===== config.mk =====
export PLATFORM = sky130hd
export DESIGN_NAME = wav_stream_to_dac_samples_flat
export DESIGN_NICKNAME = d
export VERILOG_FILES = /design/src/sv/wsd_pkg.sv /design/src/sv/wsd_ifs.sv /design/src/sv/wsd_cfg.sv /design/src/sv/wsd_parser.sv /design/src/sv/wsd_scaler.sv /design/src/sv/wav_stream_to_dac_samples.sv /design/src/flat_wrapper.sv
export SDC_FILE = /design/constraint.sdc
export NUM_CORES = 1
export LEC_CHECK = 0
export ABC_CLOCK_PERIOD_IN_PS = 25600
export BUFFER_PORTS_ARGS = -buffer_cell sky130_fd_sc_hd__buf_2
export CORE_ASPECT_RATIO = 2
export CORE_MARGIN = 1.5
export CORE_UTILIZATION = 57
export DETAILED_ROUTE_END_ITERATION = 10
export GPL_TIMING_DRIVEN = 0
export HOLD_SLACK_MARGIN = 0.02
export PLACE_DENSITY = 0.75
export REMOVE_ABC_BUFFERS = 1
export SLEW_MARGIN = 10
export SYNTH_ARGS = -nofsm -noshare
export SYNTH_HDL_FRONTEND = slang
export SYNTH_SLANG_ARGS = --single-unit
export TNS_END_PERCENT = 10

===== constraint.sdc =====
create_clock -name clk -period 25.6 [get_ports clk]
set_clock_uncertainty 0.15 [all_clocks]
set_input_delay 3.84 -clock clk [delete_from_list [all_inputs] [get_ports clk]]
set_output_delay 3.84 -clock clk [all_outputs]
set_load 0.02 [all_outputs]

===== src/sv/wsd_pkg.sv =====
`timescale 1ns / 1ps
// ----------------------------------------------------------------------------
// wsd_pkg
// Shared types, codes and constants of the WAV stream to DAC sample block.
// ----------------------------------------------------------------------------
package wsd_pkg;

    typedef enum logic [1:0] {
        PH_IDLE   = 2'd0,
        PH_HEADER = 2'd1,
        PH_DATA   = 2'd2
    } wsd_phase_t;

    typedef enum logic [1:0] {
        KIND_SAMPLE    = 2'd0,
        KIND_HEADER_OK = 2'd1,
        KIND_ERROR     = 2'd2
    } wsd_kind_t;

    typedef enum logic [3:0] {
        ERR_NONE     = 4'd0,
        ERR_RIFF     = 4'd1,
        ERR_WAVE     = 4'd2,
        ERR_FMT      = 4'd3,
        ERR_NOT_PCM  = 4'd4,
        ERR_CHANNELS = 4'd5,
        ERR_BITS     = 4'd6,
        ERR_DATA_TAG = 4'd7,
        ERR_SIZE     = 4'd8,
        ERR_SHORT    = 4'd9
    } wsd_err_t;

    localparam int          APB_AW         = 3;
    localparam logic [0:0]  REG_GAIN       = 1'b0;
    localparam logic [7:0]  GAIN_RESET     = 8'd120;

    localparam logic [5:0]  HDR_LAST       = 6'd43;
    localparam logic [31:0] DATA_SIZE_BIAS = 32'd36;
    localparam logic [15:0] FMT_PCM        = 16'd1;
    localparam logic [15:0] CH_MONO        = 16'd1;
    localparam logic [15:0] CH_STEREO      = 16'd2;
    localparam logic [15:0] BITS_8         = 16'd8;
    localparam logic [15:0] BITS_16        = 16'd16;

    // floor(x / 100) == (x * RECIP_100) >> RECIP_SHIFT for x < 2^16
    localparam logic [16:0] RECIP_100      = 17'd83887;
    localparam int          RECIP_SHIFT    = 23;

    localparam logic signed [11:0] SAT_U8_MAX = 12'sd255;
    localparam logic signed [11:0] SAT_S8_MAX = 12'sd127;
    localparam logic signed [11:0] SAT_S8_MIN = -12'sd128;

    typedef struct packed {
        wsd_kind_t          kind;
        logic signed [17:0] product;
        logic               signed_mode;
        logic [31:0]        sample_rate;
        wsd_err_t           error_code;
        logic               last;
    } wsd_mid_t;

    function automatic logic [7:0] tag_char(input logic [3:0] idx);
        logic [7:0] c;
        case (idx)
            4'd0:    c = "R";
            4'd1:    c = "I";
            4'd2:    c = "F";
            4'd3:    c = "F";
            4'd4:    c = "W";
            4'd5:    c = "A";
            4'd6:    c = "V";
            4'd7:    c = "E";
            4'd8:    c = "f";
            4'd9:    c = "m";
            4'd10:   c = "t";
            4'd11:   c = " ";
            4'd12:   c = "d";
            4'd13:   c = "a";
            4'd14:   c = "t";
            4'd15:   c = "a";
            default: c = 8'd0;
        endcase
        return c;
    endfunction

endpackage


===== src/sv/wsd_ifs.sv =====
`timescale 1ns / 1ps
// ----------------------------------------------------------------------------
// wsd_ifs
// Valid/ready channels for file bytes in and result words out.
// ----------------------------------------------------------------------------
interface wsd_in_if;
    logic       valid;
    logic       ready;
    logic [7:0] data_byte;
    logic       file_start;
    logic       file_end;

    modport source (output valid, data_byte, file_start, file_end, input ready);
    modport sink   (input valid, data_byte, file_start, file_end, output ready);
endinterface

interface wsd_out_if;
    logic              valid;
    logic              ready;
    logic [1:0]        kind;
    logic signed [8:0] sample;
    logic              signed_mode;
    logic [31:0]       sample_rate;
    logic [3:0]        error_code;
    logic              last;

    modport source (output valid, kind, sample, signed_mode, sample_rate, error_code, last,
                    input ready);
    modport sink   (input valid, kind, sample, signed_mode, sample_rate, error_code, last,
                    output ready);
endinterface


===== src/sv/wsd_cfg.sv =====
`timescale 1ns / 1ps
// ----------------------------------------------------------------------------
// wsd_cfg
// APB register slave holding the output gain in percent.
// ----------------------------------------------------------------------------
module wsd_cfg
    import wsd_pkg::*;
(
    input  logic              clk,
    input  logic              rst_n,
    input  logic              psel,
    input  logic              penable,
    input  logic              pwrite,
    input  logic [APB_AW-1:0] paddr,
    input  logic [31:0]       pwdata,
    output logic [31:0]       prdata,
    output logic              pready,
    output logic [7:0]        gain
);

    logic [7:0] gain_reg;
    logic       hit;

    assign pready = 1'b1;
    assign hit    = (paddr[APB_AW-1:2] == REG_GAIN);

    always_ff @(posedge clk or negedge rst_n)
    begin
        if (!rst_n)
        begin
            gain_reg <= GAIN_RESET;
        end
        else if (psel && penable && pwrite && pready && hit)
        begin
            gain_reg <= pwdata[7:0];
        end
    end

    assign prdata = hit ? {24'd0, gain_reg} : 32'd0;
    assign gain   = gain_reg;

endmodule


===== src/sv/wsd_parser.sv =====
`timescale 1ns / 1ps
// ----------------------------------------------------------------------------
// wsd_parser
// Input register, header/data parse state and mono mix times gain.
// ----------------------------------------------------------------------------
module wsd_parser
    import wsd_pkg::*;
(
    input  logic       clk,
    input  logic       rst_n,
    wsd_in_if.sink     in_ch,
    input  logic [7:0] gain,
    output logic       mid_valid,
    output wsd_mid_t   mid,
    input  logic       mid_ready
);

    logic        a_valid_reg;
    logic [7:0]  a_byte_reg;
    logic        a_start_reg;
    logic        a_end_reg;

    wsd_phase_t  phase_reg, phase_next, phase_cur;
    logic [5:0]  off_reg, off_next, off_cur;
    logic [31:0] riff_reg, riff_next, riff_cur;
    logic        stereo_reg, stereo_next, stereo_cur;
    logic        s16_reg, s16_next, s16_cur;
    logic [31:0] rate_reg, rate_next, rate_cur;
    logic [31:0] brem_reg, brem_next, brem_cur;
    logic [23:0] frame_reg, frame_next, frame_cur;
    logic [1:0]  pos_reg, pos_next, pos_cur;

    logic        mid_valid_reg;
    wsd_mid_t    mid_reg;
    wsd_mid_t    mid_next;
    logic        emit;

    logic        b_ready;
    logic        adv;

    wsd_err_t    herr;
    logic [5:0]  tag_off;
    logic [15:0] field16;
    logic [2:0]  fsize;
    logic [31:0] frame32;
    logic [31:0] brem_dec;
    logic        frame_done;

    logic [8:0]         mix8;
    logic signed [17:0] sum16;
    logic [17:0]        mag16;
    logic [8:0]         mq16;
    logic signed [9:0]  mono;
    logic signed [18:0] prod;

    assign b_ready     = !mid_valid_reg || mid_ready;
    assign adv         = a_valid_reg && b_ready;
    assign in_ch.ready = !a_valid_reg || b_ready;

    always_ff @(posedge clk or negedge rst_n)
    begin
        if (!rst_n)
        begin
            a_valid_reg <= 1'b0;
        end
        else if (in_ch.ready)
        begin
            a_valid_reg <= in_ch.valid;
        end
    end

    always_ff @(posedge clk)
    begin
        if (in_ch.ready && in_ch.valid)
        begin
            a_byte_reg  <= in_ch.data_byte;
            a_start_reg <= in_ch.file_start;
            a_end_reg   <= in_ch.file_end;
        end
    end

    // state as seen by this word, after a possible restart
    always_comb
    begin
        phase_cur  = a_start_reg ? PH_HEADER : phase_reg;
        off_cur    = a_start_reg ? 6'd0  : off_reg;
        riff_cur   = a_start_reg ? 32'd0 : riff_reg;
        stereo_cur = a_start_reg ? 1'b0  : stereo_reg;
        s16_cur    = a_start_reg ? 1'b0  : s16_reg;
        rate_cur   = a_start_reg ? 32'd0 : rate_reg;
        brem_cur   = a_start_reg ? 32'd0 : brem_reg;
        frame_cur  = a_start_reg ? 24'd0 : frame_reg;
        pos_cur    = a_start_reg ? 2'd0  : pos_reg;
    end

    always_comb
    begin
        fsize      = (stereo_cur && s16_cur) ? 3'd4 : ((stereo_cur || s16_cur) ? 3'd2 : 3'd1);
        frame32    = {8'd0, frame_cur} | ({24'd0, a_byte_reg} << {pos_cur, 3'b000});
        brem_dec   = brem_cur - 32'd1;
        frame_done = ({1'b0, pos_cur} + 3'd1) >= fsize;
        field16    = {a_byte_reg, frame_cur[7:0]};
    end

    // mono mix: 8-bit halves the sum, 16-bit divides the sum by 512 toward zero
    always_comb
    begin
        mix8  = ({1'b0, frame32[7:0]} + {1'b0, (stereo_cur ? frame32[15:8] : frame32[7:0])}) >> 1;
        sum16 = 18'(signed'(frame32[15:0]))
              + 18'(signed'(stereo_cur ? frame32[31:16] : frame32[15:0]));
        mag16 = sum16[17] ? 18'(-sum16) : 18'(sum16);
        mq16  = mag16[17:9];
        if (s16_cur)
        begin
            mono = sum16[17] ? -signed'({1'b0, mq16}) : signed'({1'b0, mq16});
        end
        else
        begin
            mono = signed'({1'b0, mix8});
        end
        prod = mono * signed'({1'b0, gain});
    end

    always_comb
    begin
        phase_next  = phase_cur;
        off_next    = off_cur;
        riff_next   = riff_cur;
        stereo_next = stereo_cur;
        s16_next    = s16_cur;
        rate_next   = rate_cur;
        brem_next   = brem_cur;
        frame_next  = frame_cur;
        pos_next    = pos_cur;
        herr        = ERR_NONE;
        tag_off     = 6'd0;
        emit        = 1'b0;
        mid_next    = '{kind: KIND_SAMPLE, product: 18'sd0, signed_mode: 1'b0,
                        sample_rate: 32'd0, error_code: ERR_NONE, last: 1'b0};

        case (phase_cur)
            PH_HEADER:
            begin
                if (off_cur inside {[6'd0:6'd3]})
                begin
                    if (a_byte_reg != tag_char(off_cur[3:0])) herr = ERR_RIFF;
                end
                else if (off_cur inside {[6'd8:6'd11]})
                begin
                    tag_off = off_cur - 6'd4;
                    if (a_byte_reg != tag_char(tag_off[3:0])) herr = ERR_WAVE;
                end
                else if (off_cur inside {[6'd12:6'd15]})
                begin
                    tag_off = off_cur - 6'd4;
                    if (a_byte_reg != tag_char(tag_off[3:0])) herr = ERR_FMT;
                end
                else if (off_cur inside {[6'd36:6'd39]})
                begin
                    tag_off = off_cur - 6'd24;
                    if (a_byte_reg != tag_char(tag_off[3:0])) herr = ERR_DATA_TAG;
                end
                else if (off_cur inside {[6'd4:6'd7]})
                begin
                    riff_next[{off_cur[1:0], 3'b000} +: 8] = a_byte_reg;
                end
                else if (off_cur inside {[6'd24:6'd27]})
                begin
                    rate_next[{off_cur[1:0], 3'b000} +: 8] = a_byte_reg;
                end
                else if (off_cur inside {[6'd40:6'd43]})
                begin
                    brem_next[{off_cur[1:0], 3'b000} +: 8] = a_byte_reg;
                    if (off_cur == HDR_LAST && brem_next != riff_cur - DATA_SIZE_BIAS)
                    begin
                        herr = ERR_SIZE;
                    end
                end
                else if (off_cur inside {6'd20, 6'd22, 6'd34})
                begin
                    frame_next = {16'd0, a_byte_reg};
                end
                else if (off_cur == 6'd21)
                begin
                    if (field16 != FMT_PCM) herr = ERR_NOT_PCM;
                end
                else if (off_cur == 6'd23)
                begin
                    if (field16 == CH_MONO)        stereo_next = 1'b0;
                    else if (field16 == CH_STEREO) stereo_next = 1'b1;
                    else                           herr = ERR_CHANNELS;
                end
                else if (off_cur == 6'd35)
                begin
                    if (field16 == BITS_8)       s16_next = 1'b0;
                    else if (field16 == BITS_16) s16_next = 1'b1;
                    else                         herr = ERR_BITS;
                end

                if (herr != ERR_NONE)
                begin
                    phase_next          = PH_IDLE;
                    emit                = 1'b1;
                    mid_next.kind       = KIND_ERROR;
                    mid_next.error_code = herr;
                end
                else if (off_cur == HDR_LAST)
                begin
                    phase_next           = (brem_next != 32'd0 && !a_end_reg) ? PH_DATA : PH_IDLE;
                    frame_next           = 24'd0;
                    pos_next             = 2'd0;
                    emit                 = 1'b1;
                    mid_next.kind        = KIND_HEADER_OK;
                    mid_next.signed_mode = s16_next;
                    mid_next.sample_rate = rate_next;
                end
                else
                begin
                    off_next = off_cur + 6'd1;
                    if (a_end_reg)
                    begin
                        phase_next          = PH_IDLE;
                        emit                = 1'b1;
                        mid_next.kind       = KIND_ERROR;
                        mid_next.error_code = ERR_SHORT;
                    end
                end
            end
            PH_DATA:
            begin
                brem_next = brem_dec;
                if (frame_done)
                begin
                    frame_next           = 24'd0;
                    pos_next             = 2'd0;
                    emit                 = 1'b1;
                    mid_next.kind        = KIND_SAMPLE;
                    mid_next.product     = prod[17:0];
                    mid_next.signed_mode = s16_cur;
                    mid_next.last        = a_end_reg || (brem_dec < {29'd0, fsize});
                end
                else
                begin
                    frame_next = frame32[23:0];
                    pos_next   = pos_cur + 2'd1;
                end
                if (brem_dec == 32'd0 || a_end_reg) phase_next = PH_IDLE;
            end
            default:
            begin
                phase_next = PH_IDLE;
            end
        endcase
    end

    always_ff @(posedge clk or negedge rst_n)
    begin
        if (!rst_n)
        begin
            phase_reg  <= PH_IDLE;
            off_reg    <= 6'd0;
            riff_reg   <= 32'd0;
            stereo_reg <= 1'b0;
            s16_reg    <= 1'b0;
            rate_reg   <= 32'd0;
            brem_reg   <= 32'd0;
            frame_reg  <= 24'd0;
            pos_reg    <= 2'd0;
        end
        else if (adv)
        begin
            phase_reg  <= phase_next;
            off_reg    <= off_next;
            riff_reg   <= riff_next;
            stereo_reg <= stereo_next;
            s16_reg    <= s16_next;
            rate_reg   <= rate_next;
            brem_reg   <= brem_next;
            frame_reg  <= frame_next;
            pos_reg    <= pos_next;
        end
    end

    always_ff @(posedge clk or negedge rst_n)
    begin
        if (!rst_n)
        begin
            mid_valid_reg <= 1'b0;
        end
        else if (b_ready)
        begin
            mid_valid_reg <= adv && emit;
        end
    end

    always_ff @(posedge clk)
    begin
        if (adv && emit)
        begin
            mid_reg <= mid_next;
        end
    end

    assign mid_valid = mid_valid_reg;
    assign mid       = mid_reg;

endmodule


===== src/sv/wsd_scaler.sv =====
`timescale 1ns / 1ps
// ----------------------------------------------------------------------------
// wsd_scaler
// Divide the gained sample by 100, saturate, and hold the result word.
// ----------------------------------------------------------------------------
module wsd_scaler
    import wsd_pkg::*;
(
    input  logic       clk,
    input  logic       rst_n,
    input  logic       mid_valid,
    input  wsd_mid_t   mid,
    output logic       mid_ready,
    wsd_out_if.source  out_ch
);

    logic              out_valid_reg;
    wsd_kind_t         kind_reg;
    logic signed [8:0] sample_reg, sample_next;
    logic              signed_mode_reg;
    logic [31:0]       rate_reg;
    wsd_err_t          err_reg;
    logic              last_reg;

    logic [16:0]        mag;
    logic [33:0]        scaled;
    logic [10:0]        quot;
    logic signed [11:0] val;

    assign mid_ready = !out_valid_reg || out_ch.ready;

    always_comb
    begin
        mag    = mid.product[17] ? 17'(-mid.product) : mid.product[16:0];
        scaled = mag * RECIP_100;
        quot   = scaled[RECIP_SHIFT +: 11];
        val    = mid.product[17] ? -signed'({1'b0, quot}) : signed'({1'b0, quot});
        if (mid.signed_mode)
        begin
            if (val > SAT_S8_MAX)      sample_next = 9'(SAT_S8_MAX);
            else if (val < SAT_S8_MIN) sample_next = 9'(SAT_S8_MIN);
            else                       sample_next = val[8:0];
        end
        else
        begin
            if (val > SAT_U8_MAX) sample_next = 9'(SAT_U8_MAX);
            else                  sample_next = val[8:0];
        end
    end

    always_ff @(posedge clk or negedge rst_n)
    begin
        if (!rst_n)
        begin
            out_valid_reg <= 1'b0;
        end
        else if (mid_ready)
        begin
            out_valid_reg <= mid_valid;
        end
    end

    always_ff @(posedge clk)
    begin
        if (mid_ready && mid_valid)
        begin
            kind_reg        <= mid.kind;
            sample_reg      <= sample_next;
            signed_mode_reg <= mid.signed_mode;
            rate_reg        <= mid.sample_rate;
            err_reg         <= mid.error_code;
            last_reg        <= mid.last;
        end
    end

    assign out_ch.valid       = out_valid_reg;
    assign out_ch.kind        = kind_reg;
    assign out_ch.sample      = sample_reg;
    assign out_ch.signed_mode = signed_mode_reg;
    assign out_ch.sample_rate = rate_reg;
    assign out_ch.error_code  = err_reg;
    assign out_ch.last        = last_reg;

endmodule


===== src/sv/wav_stream_to_dac_samples.sv =====
`timescale 1ns / 1ps
// ----------------------------------------------------------------------------
// wav_stream_to_dac_samples
// Parse a WAV byte stream and turn its PCM frames into gained DAC samples.
// ----------------------------------------------------------------------------
// Feed the file one byte per word, flagging the first byte with file_start and
// the last delivered byte with file_end. The 44-byte header yields one word:
// header accepted (with sample rate and signed mode) or an error code. Each
// complete data frame yields one sample word, mixed to mono, scaled by
// gain_percent/100 and saturated; last marks the final sample. A byte word is
// taken every cycle when the output is drained, and its result word passes
// through the input register, the parse stage holding the gain multiply and
// the output stage holding the divide by 100. The gain register sits at APB
// address 0 and resets to 120.
module wav_stream_to_dac_samples
    import wsd_pkg::*;
(
    input  logic              clk,
    input  logic              rst_n,
    wsd_in_if.sink            in_ch,
    wsd_out_if.source         out_ch,
    input  logic              psel,
    input  logic              penable,
    input  logic              pwrite,
    input  logic [APB_AW-1:0] paddr,
    input  logic [31:0]       pwdata,
    output logic [31:0]       prdata,
    output logic              pready
);

    logic [7:0] gain;
    logic       mid_valid;
    logic       mid_ready;
    wsd_mid_t   mid;

    wsd_cfg u_cfg (
        .clk     (clk),
        .rst_n   (rst_n),
        .psel    (psel),
        .penable (penable),
        .pwrite  (pwrite),
        .paddr   (paddr),
        .pwdata  (pwdata),
        .prdata  (prdata),
        .pready  (pready),
        .gain    (gain)
    );

    wsd_parser u_parser (
        .clk       (clk),
        .rst_n     (rst_n),
        .in_ch     (in_ch),
        .gain      (gain),
        .mid_valid (mid_valid),
        .mid       (mid),
        .mid_ready (mid_ready)
    );

    wsd_scaler u_scaler (
        .clk       (clk),
        .rst_n     (rst_n),
        .mid_valid (mid_valid),
        .mid       (mid),
        .mid_ready (mid_ready),
        .out_ch    (out_ch)
    );

endmodule


===== src/flat_wrapper.sv =====
// flat-port wrapper written by rule: the top's interface ports become plain ports
module wav_stream_to_dac_samples_flat import wsd_pkg::*;
  (clk, rst_n, psel, penable, pwrite, paddr, pwdata, prdata, pready, in_ch_valid, in_ch_data_byte, in_ch_file_start, in_ch_file_end, in_ch_ready, out_ch_valid, out_ch_kind, out_ch_sample, out_ch_signed_mode, out_ch_sample_rate, out_ch_error_code, out_ch_last, out_ch_ready);
  wsd_in_if in_ch_i ();
  wsd_out_if out_ch_i ();
  input  logic clk;
  input  logic rst_n;
  input  logic psel;
  input  logic penable;
  input  logic pwrite;
  input  logic [APB_AW-1:0] paddr;
  input  logic [31:0] pwdata;
  output logic [31:0] prdata;
  output logic pready;
  input wire logic [$bits(in_ch_i.valid)-1:0] in_ch_valid;
  input wire logic [$bits(in_ch_i.data_byte)-1:0] in_ch_data_byte;
  input wire logic [$bits(in_ch_i.file_start)-1:0] in_ch_file_start;
  input wire logic [$bits(in_ch_i.file_end)-1:0] in_ch_file_end;
  output wire logic [$bits(in_ch_i.ready)-1:0] in_ch_ready;
  output wire logic [$bits(out_ch_i.valid)-1:0] out_ch_valid;
  output wire logic [$bits(out_ch_i.kind)-1:0] out_ch_kind;
  output wire logic [$bits(out_ch_i.sample)-1:0] out_ch_sample;
  output wire logic [$bits(out_ch_i.signed_mode)-1:0] out_ch_signed_mode;
  output wire logic [$bits(out_ch_i.sample_rate)-1:0] out_ch_sample_rate;
  output wire logic [$bits(out_ch_i.error_code)-1:0] out_ch_error_code;
  output wire logic [$bits(out_ch_i.last)-1:0] out_ch_last;
  input wire logic [$bits(out_ch_i.ready)-1:0] out_ch_ready;
  assign in_ch_i.valid = in_ch_valid;
  assign in_ch_i.data_byte = in_ch_data_byte;
  assign in_ch_i.file_start = in_ch_file_start;
  assign in_ch_i.file_end = in_ch_file_end;
  assign in_ch_ready = in_ch_i.ready;
  assign out_ch_valid = out_ch_i.valid;
  assign out_ch_kind = out_ch_i.kind;
  assign out_ch_sample = out_ch_i.sample;
  assign out_ch_signed_mode = out_ch_i.signed_mode;
  assign out_ch_sample_rate = out_ch_i.sample_rate;
  assign out_ch_error_code = out_ch_i.error_code;
  assign out_ch_last = out_ch_i.last;
  assign out_ch_i.ready = out_ch_ready;
  wav_stream_to_dac_samples u_core (.clk(clk), .rst_n(rst_n), .in_ch(in_ch_i), .out_ch(out_ch_i), .psel(psel), .penable(penable), .pwrite(pwrite), .paddr(paddr), .pwdata(pwdata), .prdata(prdata), .pready(pready));
endmodule

* After elaboration in Yosys (flattened, before gate mapping) *
Memories as Yosys holds them, arrays and structs flattened.
Cells that the tools add are included.
W data, S select, Z words.

word-level totals
  flip-flop bits (word level) = 260
  bits in read-only memories = 448
  input port bits = 52
  output and inout bits = 84
  logic and storage cells = 278
  memories kept = 4

memory list
  memory           depth  width  read ports  clocked after Yosys merged registers in  wr ports  line           RTL
  (no name shown)  16     7      1           0                                        0         wsd_pkg.sv:64  case (idx)
  (no name shown)  16     7      1           0                                        0         wsd_pkg.sv:64
  (no name shown)  16     7      1           0                                        0         wsd_pkg.sv:64
  (no name shown)  16     7      1           0                                        0         wsd_pkg.sv:64

operators by class
  $add $sub $neg = 14
  $mul = 2
  $lt $le $gt $ge = 19
  equality and inequality tests = 19
  shift-type cells = 3
  mux-type cells = 152
  bitwise logic cells = 4
  reduce and logical (&&, ||, !) cells = 33

operator list
  kind                      number
  $mux W32                  24
  $mux W24                  12
  $mux W8                   16
  $bwmux W32                3
  $mux W33                  2
  $pmux W32 S2              1
  $mux W4                   15
  $pmux W24 S2              1
  $mux W9                   4
  $mux W1                   35
  $mul A17 B17 Y34 const B  1
  $logic_not A32 Y1         1
  $lt A32 B3 Y1             1
  $mux W2                   16
  $ne A32 B32 Y1            1
  $ne A8 B8 Y1              4
  $or A24 B32 Y32           1
  $reduce_bool A32 Y1       1
  $shift A8 B7 Y32 const A  1
  $shiftx A8 B7 Y32         1
  $shl A8 B5 Y32            1
  $sub A32 B1 Y32 const B   1
  $sub A32 B6 Y32 const B   1
  $eq A6 B5 Y1 const B      4
  52 further kinds          98

* Depth between registers and ports, before layout *
  depth after elaboration = 20
  depth in mapped cells = 51
  gate-level depth less buffers = 42

* Hierarchy *
A second synthesis with hierarchy kept.

second synthesis, totals
  cells, all modules = 3,272
  area, all modules = 28,023.1 µm²

modules (own cells, without submodules)
  module      instances  cells an instance  area an instance (µm²)  seq. area each (µm²)
  wsd_parser  1          2,357              18,824.3                5,395.2
  wsd_scaler  1          863                8,614.5                 1,496.4
  wsd_cfg     1          52                 584.3                   205.2

* Worst setup path before layout *
OpenSTA, ideal clock, no wires.

  path kind = reg2reg
  start = reg u_core.u_parser.a_start_reg
  end = reg u_core.u_parser.mid_reg (netlist bit u_core.u_parser.mid[55]) (data pin)
  library setup time = 0.266 ns
  arrival = 11.075 ns
  required time = 25.184 ns
  slack = 14.109 ns
  stages on the path, launching flop included = 49
  buffers on the path = 11
  clock period less this slack = 11.491 ns
  cells stage by stage = edfxtp_1 -> buf_2 -> buf_2 -> buf_2 -> buf_2 -> buf_1 -> buf_2 -> buf_2 -> clkbuf_1 -> buf_2 -> buf_1 -> nor2_1 -> a211oi_1 -> a21oi_1 -> ha_1 -> fa_1 -> a211oi_1 -> o21ai_0 -> [... 13 more ...] -> inv_1 -> fa_1 -> ha_1 -> inv_1 -> fa_1 -> inv_1 -> ha_1 -> a21o_1 -> a21oi_1 -> o21ai_0 -> a21oi_1 -> nand2b_1 -> a21boi_0 -> o31a_1 -> o41ai_1 -> o21ai_0 -> xnor2_1 -> nor2_1

on the way
  longest elaborated chain between the ends = 11
  elaborated cells between the ends (all ways) = 25
  those cells by class = add/sub: 5; mul: 1; order compare: 1; eq/ne: 1; shift: 1; mux: 12; bitwise: 1; reduce/logical: 3

RTL lines
  item                      line               RTL
  start: declaration        wsd_parser.sv:20   logic a_start_reg;
  start signal: assignment  wsd_parser.sv:77   a_start_reg <= in_ch.file_start;
  $mux W2                   wsd_parser.sv:93   pos_cur = a_start_reg ? 2'd0 : pos_reg;
  $shl A8 B5 Y32            wsd_parser.sv:99   frame32 = {8'd0, frame_cur} | ({24'd0, a_byte_reg} << {pos_cur, 3'b000});
  $or A24 B32 Y32           wsd_parser.sv:99
  $mux W16                  wsd_parser.sv:110  + 18'(signed'(stereo_cur ? frame32[31:16] : frame32[15:0]));
  $add A16 B16 Y17          wsd_parser.sv:110
  $neg A17 Y18              wsd_parser.sv:111  mag16 = sum16[17] ? 18'(-sum16) : 18'(sum16);
  $mux W18                  wsd_parser.sv:111
  $neg A9 Y10               wsd_parser.sv:115  mono = sum16[17] ? -signed'({1'b0, mq16}) : signed'({1'b0, mq16});
  $mux W10                  wsd_parser.sv:115
  $mux W10                  wsd_parser.sv:113  if (s16_cur)
  $mul A10 B9 Y18           wsd_parser.sv:121  prod = mono * signed'({1'b0, gain});
  end signal: assignment    wsd_parser.sv:300  mid_reg <= mid_next;
  end: declaration          wsd_parser.sv:34   wsd_mid_t mid_reg;

Parallel ways exist; a longest one is shown, timed or not.
A chain may end at the register's enable or synchronous reset.

* Worst setup path in the final report *
Ends and elaborated chain as after synthesis.

==> impl_metrics.json <==
{
  "critPathTopFamily": "compound AO/OA/AOI/OAI gates",
  "cts_made_buffers": 27,
  "core_area_um2": 47510,
  "drt_iter0_markers": 1983,
  "hp-class": "reg2reg",
  "leakagePower_nw": 12.91,
  "fp-row-count": 113,
  "relSlewSlack": 0.07806,
  "setup_viol": 0,
  "n_antenna_cell": 0,
  "areaGrowthSynthToFinish_pct": 6.715,
  "hold_viol": 0,
  "min_period_ns": 12.10,
  "initial_core_util": 0.5782,
  "critPathMaxFanout": 67,
  "r2r-start": "u_core.u_parser.a_start_reg",
  "hpwl_mm": 66.36,
  "crit_path_end_kind": "register",
  "status": "finished, final reports clean",
  "fp.dieH_um": 313.4,
  "ys_types": 96,
  "async_flop_share": 0.5500,
  "drt-pass1-iter-count": 9,
  "synth_area_per_cell_um2": 8.605,
  "post_cts_buffers": 0,
  "cp-start-kind": "register",
  "max-vdd-ir-drop_mv": 0.1118,
  "p_per_area_nw_per_um2": 86.76,
  "cts-hold-fix-buffers": 0,
  "wire_per_inst_um": 23.18,
  "critical_path_depth": 40,
  "final_layout_size_suffix_gt1_frac": 0.08318,
  "multi_input_area_um2": 18170,
  "rrSetupSlack_ns": 13.50,
  "cts-root-buf": "clkbuf_16",
  "port_buffers": 84,
  "syn_area_um2": 27470,
  "endpoint": "u_core.u_parser.mid[55]",
  "max_freq_ghz": 0.08267,
  "routed_wl_mm": 88.51,
  "crit_required_ns": 25.78,
  "grt_pass1_wl_mm": 137.0,
  "ctsResizeCount": 0,
  "synth-edff-count": 117,
  "cp-startpoint": "u_core.u_parser.a_start_reg",
  "final_cells": 3818,
  "final_max_slew_viol_count": 0,
  "seqCellArea_um2": 7097,
  "reg2regPathDepth": 40,
  "max_cap_violations": 0,
  "overflow": 0,
  "synth-seq-cells": 260,
  "gp_congestion": 1.016,
  "setup.worst_path.class": "reg2reg",
  "rr_endpoint": "u_core.u_parser.mid[55]",
  "tns_ns": 0,
  "clkLatencyLatePin_ns": 0.62,
  "cp_slowest_cell": "mux2i_1",
  "fin_crit_sh": 0.4725,
  "final_antenna_net_count": 0,
  "synthFlopType": "dfrtp_1",
  "grt_pass1_vias": 25507,
  "rsz0062_at_grt": "false",
  "critPathArrivalTime_ns": 12.28,
  "final_cell_mix": "inv_1 (402), nand2_1 (346), ha_1 (235), o21ai_0 (193), nor2_1 (179)",
  "ctsLongestPathBuffers": 3,
  "via_per_inst": 6.405,
  "drcViolationCount": 0,
  "track_usage": 0.3626,
  "fp.dieW_um": 158.2,
  "cts_tree": "yes",
  "syn_inst": 3192,
  "die_area_um2": 49590,
  "path_buf_inv": 6,
  "slowest_delay_ns": 0.62,
  "nFillCells": 4113,
  "io_pins": 136,
  "nNetsFinal": 3626,
  "antenna_found_initial": 4,
  "ys_seq_area_frac": 0.2584,
  "final_common_cell": "inv_1",
  "dp_cells": 3765,
  "vias": 24455,
  "yosys_warnings": 0,
  "path_clk_slew_ns": 0.07,
  "tightest_slew_ns": 1.383,
  "clock-sinks": 260,
  "cts_max_level": 1,
  "grt_max_degree": 100,
  "largest_register_ffs": 58
}
==> routing by layer <==
metal	routed length, um	global-route usage	vias to the layer above
li1	-	-	10954
met1	28520	0.3557	11786
met2	44290	0.6251	1222
met3	6292	0.07375	489
met4	9378	0.3381	4
met5	27	0	-
==> how the worst min path moves through the flow <==
stage | startpoint | cells after the start | end | slack (ns)
global route | u_core.u_parser.mid[18] | 0 | u_core.u_scaler.out_ch.sample_rate[13] | 0.27
finish | u_core.u_parser.mid[57] | 0 | u_core.u_scaler.out_ch.kind[1] | 0.27
floorplan | u_core.u_parser.mid[1] | 0 | u_core.u_scaler.out_ch.error_code[0] | 0.25
CTS | u_core.u_parser.mid[18] | 0 | u_core.u_scaler.out_ch.sample_rate[13] | 0.27
global placement | u_core.u_parser.mid[5] | 0 | u_core.u_scaler.out_ch.sample_rate[0] | 0.25
detailed placement | u_core.u_parser.mid[35] | 0 | u_core.u_scaler.out_ch.sample_rate[30] | 0.26
==> power by group <==
| group | internal [mW] | switching, mW | total, mW |
|---|---|---|---|
| logic | 0.638 | 1.01 | 1.65 |
| clock network | 0.201 | 0.203 | 0.404 |
| registers | 0.462 | 0.0280 | 0.490 |
| total | 1.30 | 1.24 | 2.54 |
==> synth_stat cells, drive strengths merged (23+ instances only) <==
master  count  share of area
inv       407          0.056
o21ai     199          0.036
mux2i      31          0.011
a22o       24         0.0077
nor2      197          0.028
xnor2      99          0.032
a211oi     36         0.0098
a21o       23         0.0063
buf        49          0.012
nand2b     32         0.0073
xor2       53          0.017
nand2     346          0.047
nor4       27         0.0069
clkbuf    134          0.018
nor3       67          0.013
o22ai      33         0.0075
dfrtp     139           0.13
and2       57          0.013
nor2b      50          0.011
fa        171           0.12
edfxtp    117           0.13
nand3      63          0.012
a21oi     174          0.033
a22oi      39          0.011
ha        238           0.11
==> stage by stage <==
stage                     hold slack, ns  setup slack [ns]  instance area, um2  utilization  total power [mW]
after floorplan                   0.2503             12.60               26730            -             1.662
after global placement            0.2505             7.700               27940       0.5882             2.036
after detailed placement          0.2570             13.63               28380       0.5974             2.113
after CTS                         0.2710             13.60               29240       0.6155             2.522
after global routing              0.2741             12.61               29310       0.6170             2.759
final                             0.2667             13.50               29310       0.6170             2.543
==> cells by family (layout without fill, tap and decap cells) <==
family                   count (synthesis)  after routing  share of synthesized area
multiplexers                            40             40                    0.01499
AO/OA/AOI/OAI                          756            756                     0.1832
XOR/XNOR                               152            152                    0.04847
buffers and inverters                  593            564                    0.08601
adder cells (fa/ha/maj)                409            409                     0.2331
flip-flops                             260            260                     0.2584
AND/OR/NAND/NOR                        980            980                     0.1756
other                                    2             25                  0.0002734
==> final cells by class <==
cell class / instances / share of cell area
repair buffers: 104 / 0.02903
clock buffers: 30 / 0.02344
well taps: 632 / 0.02698
inverters: 410 / 0.05259
clock inverters: 20 / 0.005934
multi-input cells: 2362 / 0.6199
flip-flops and latches: 260 / 0.2421
Note: power is estimated with default switching activity, not from simulation.
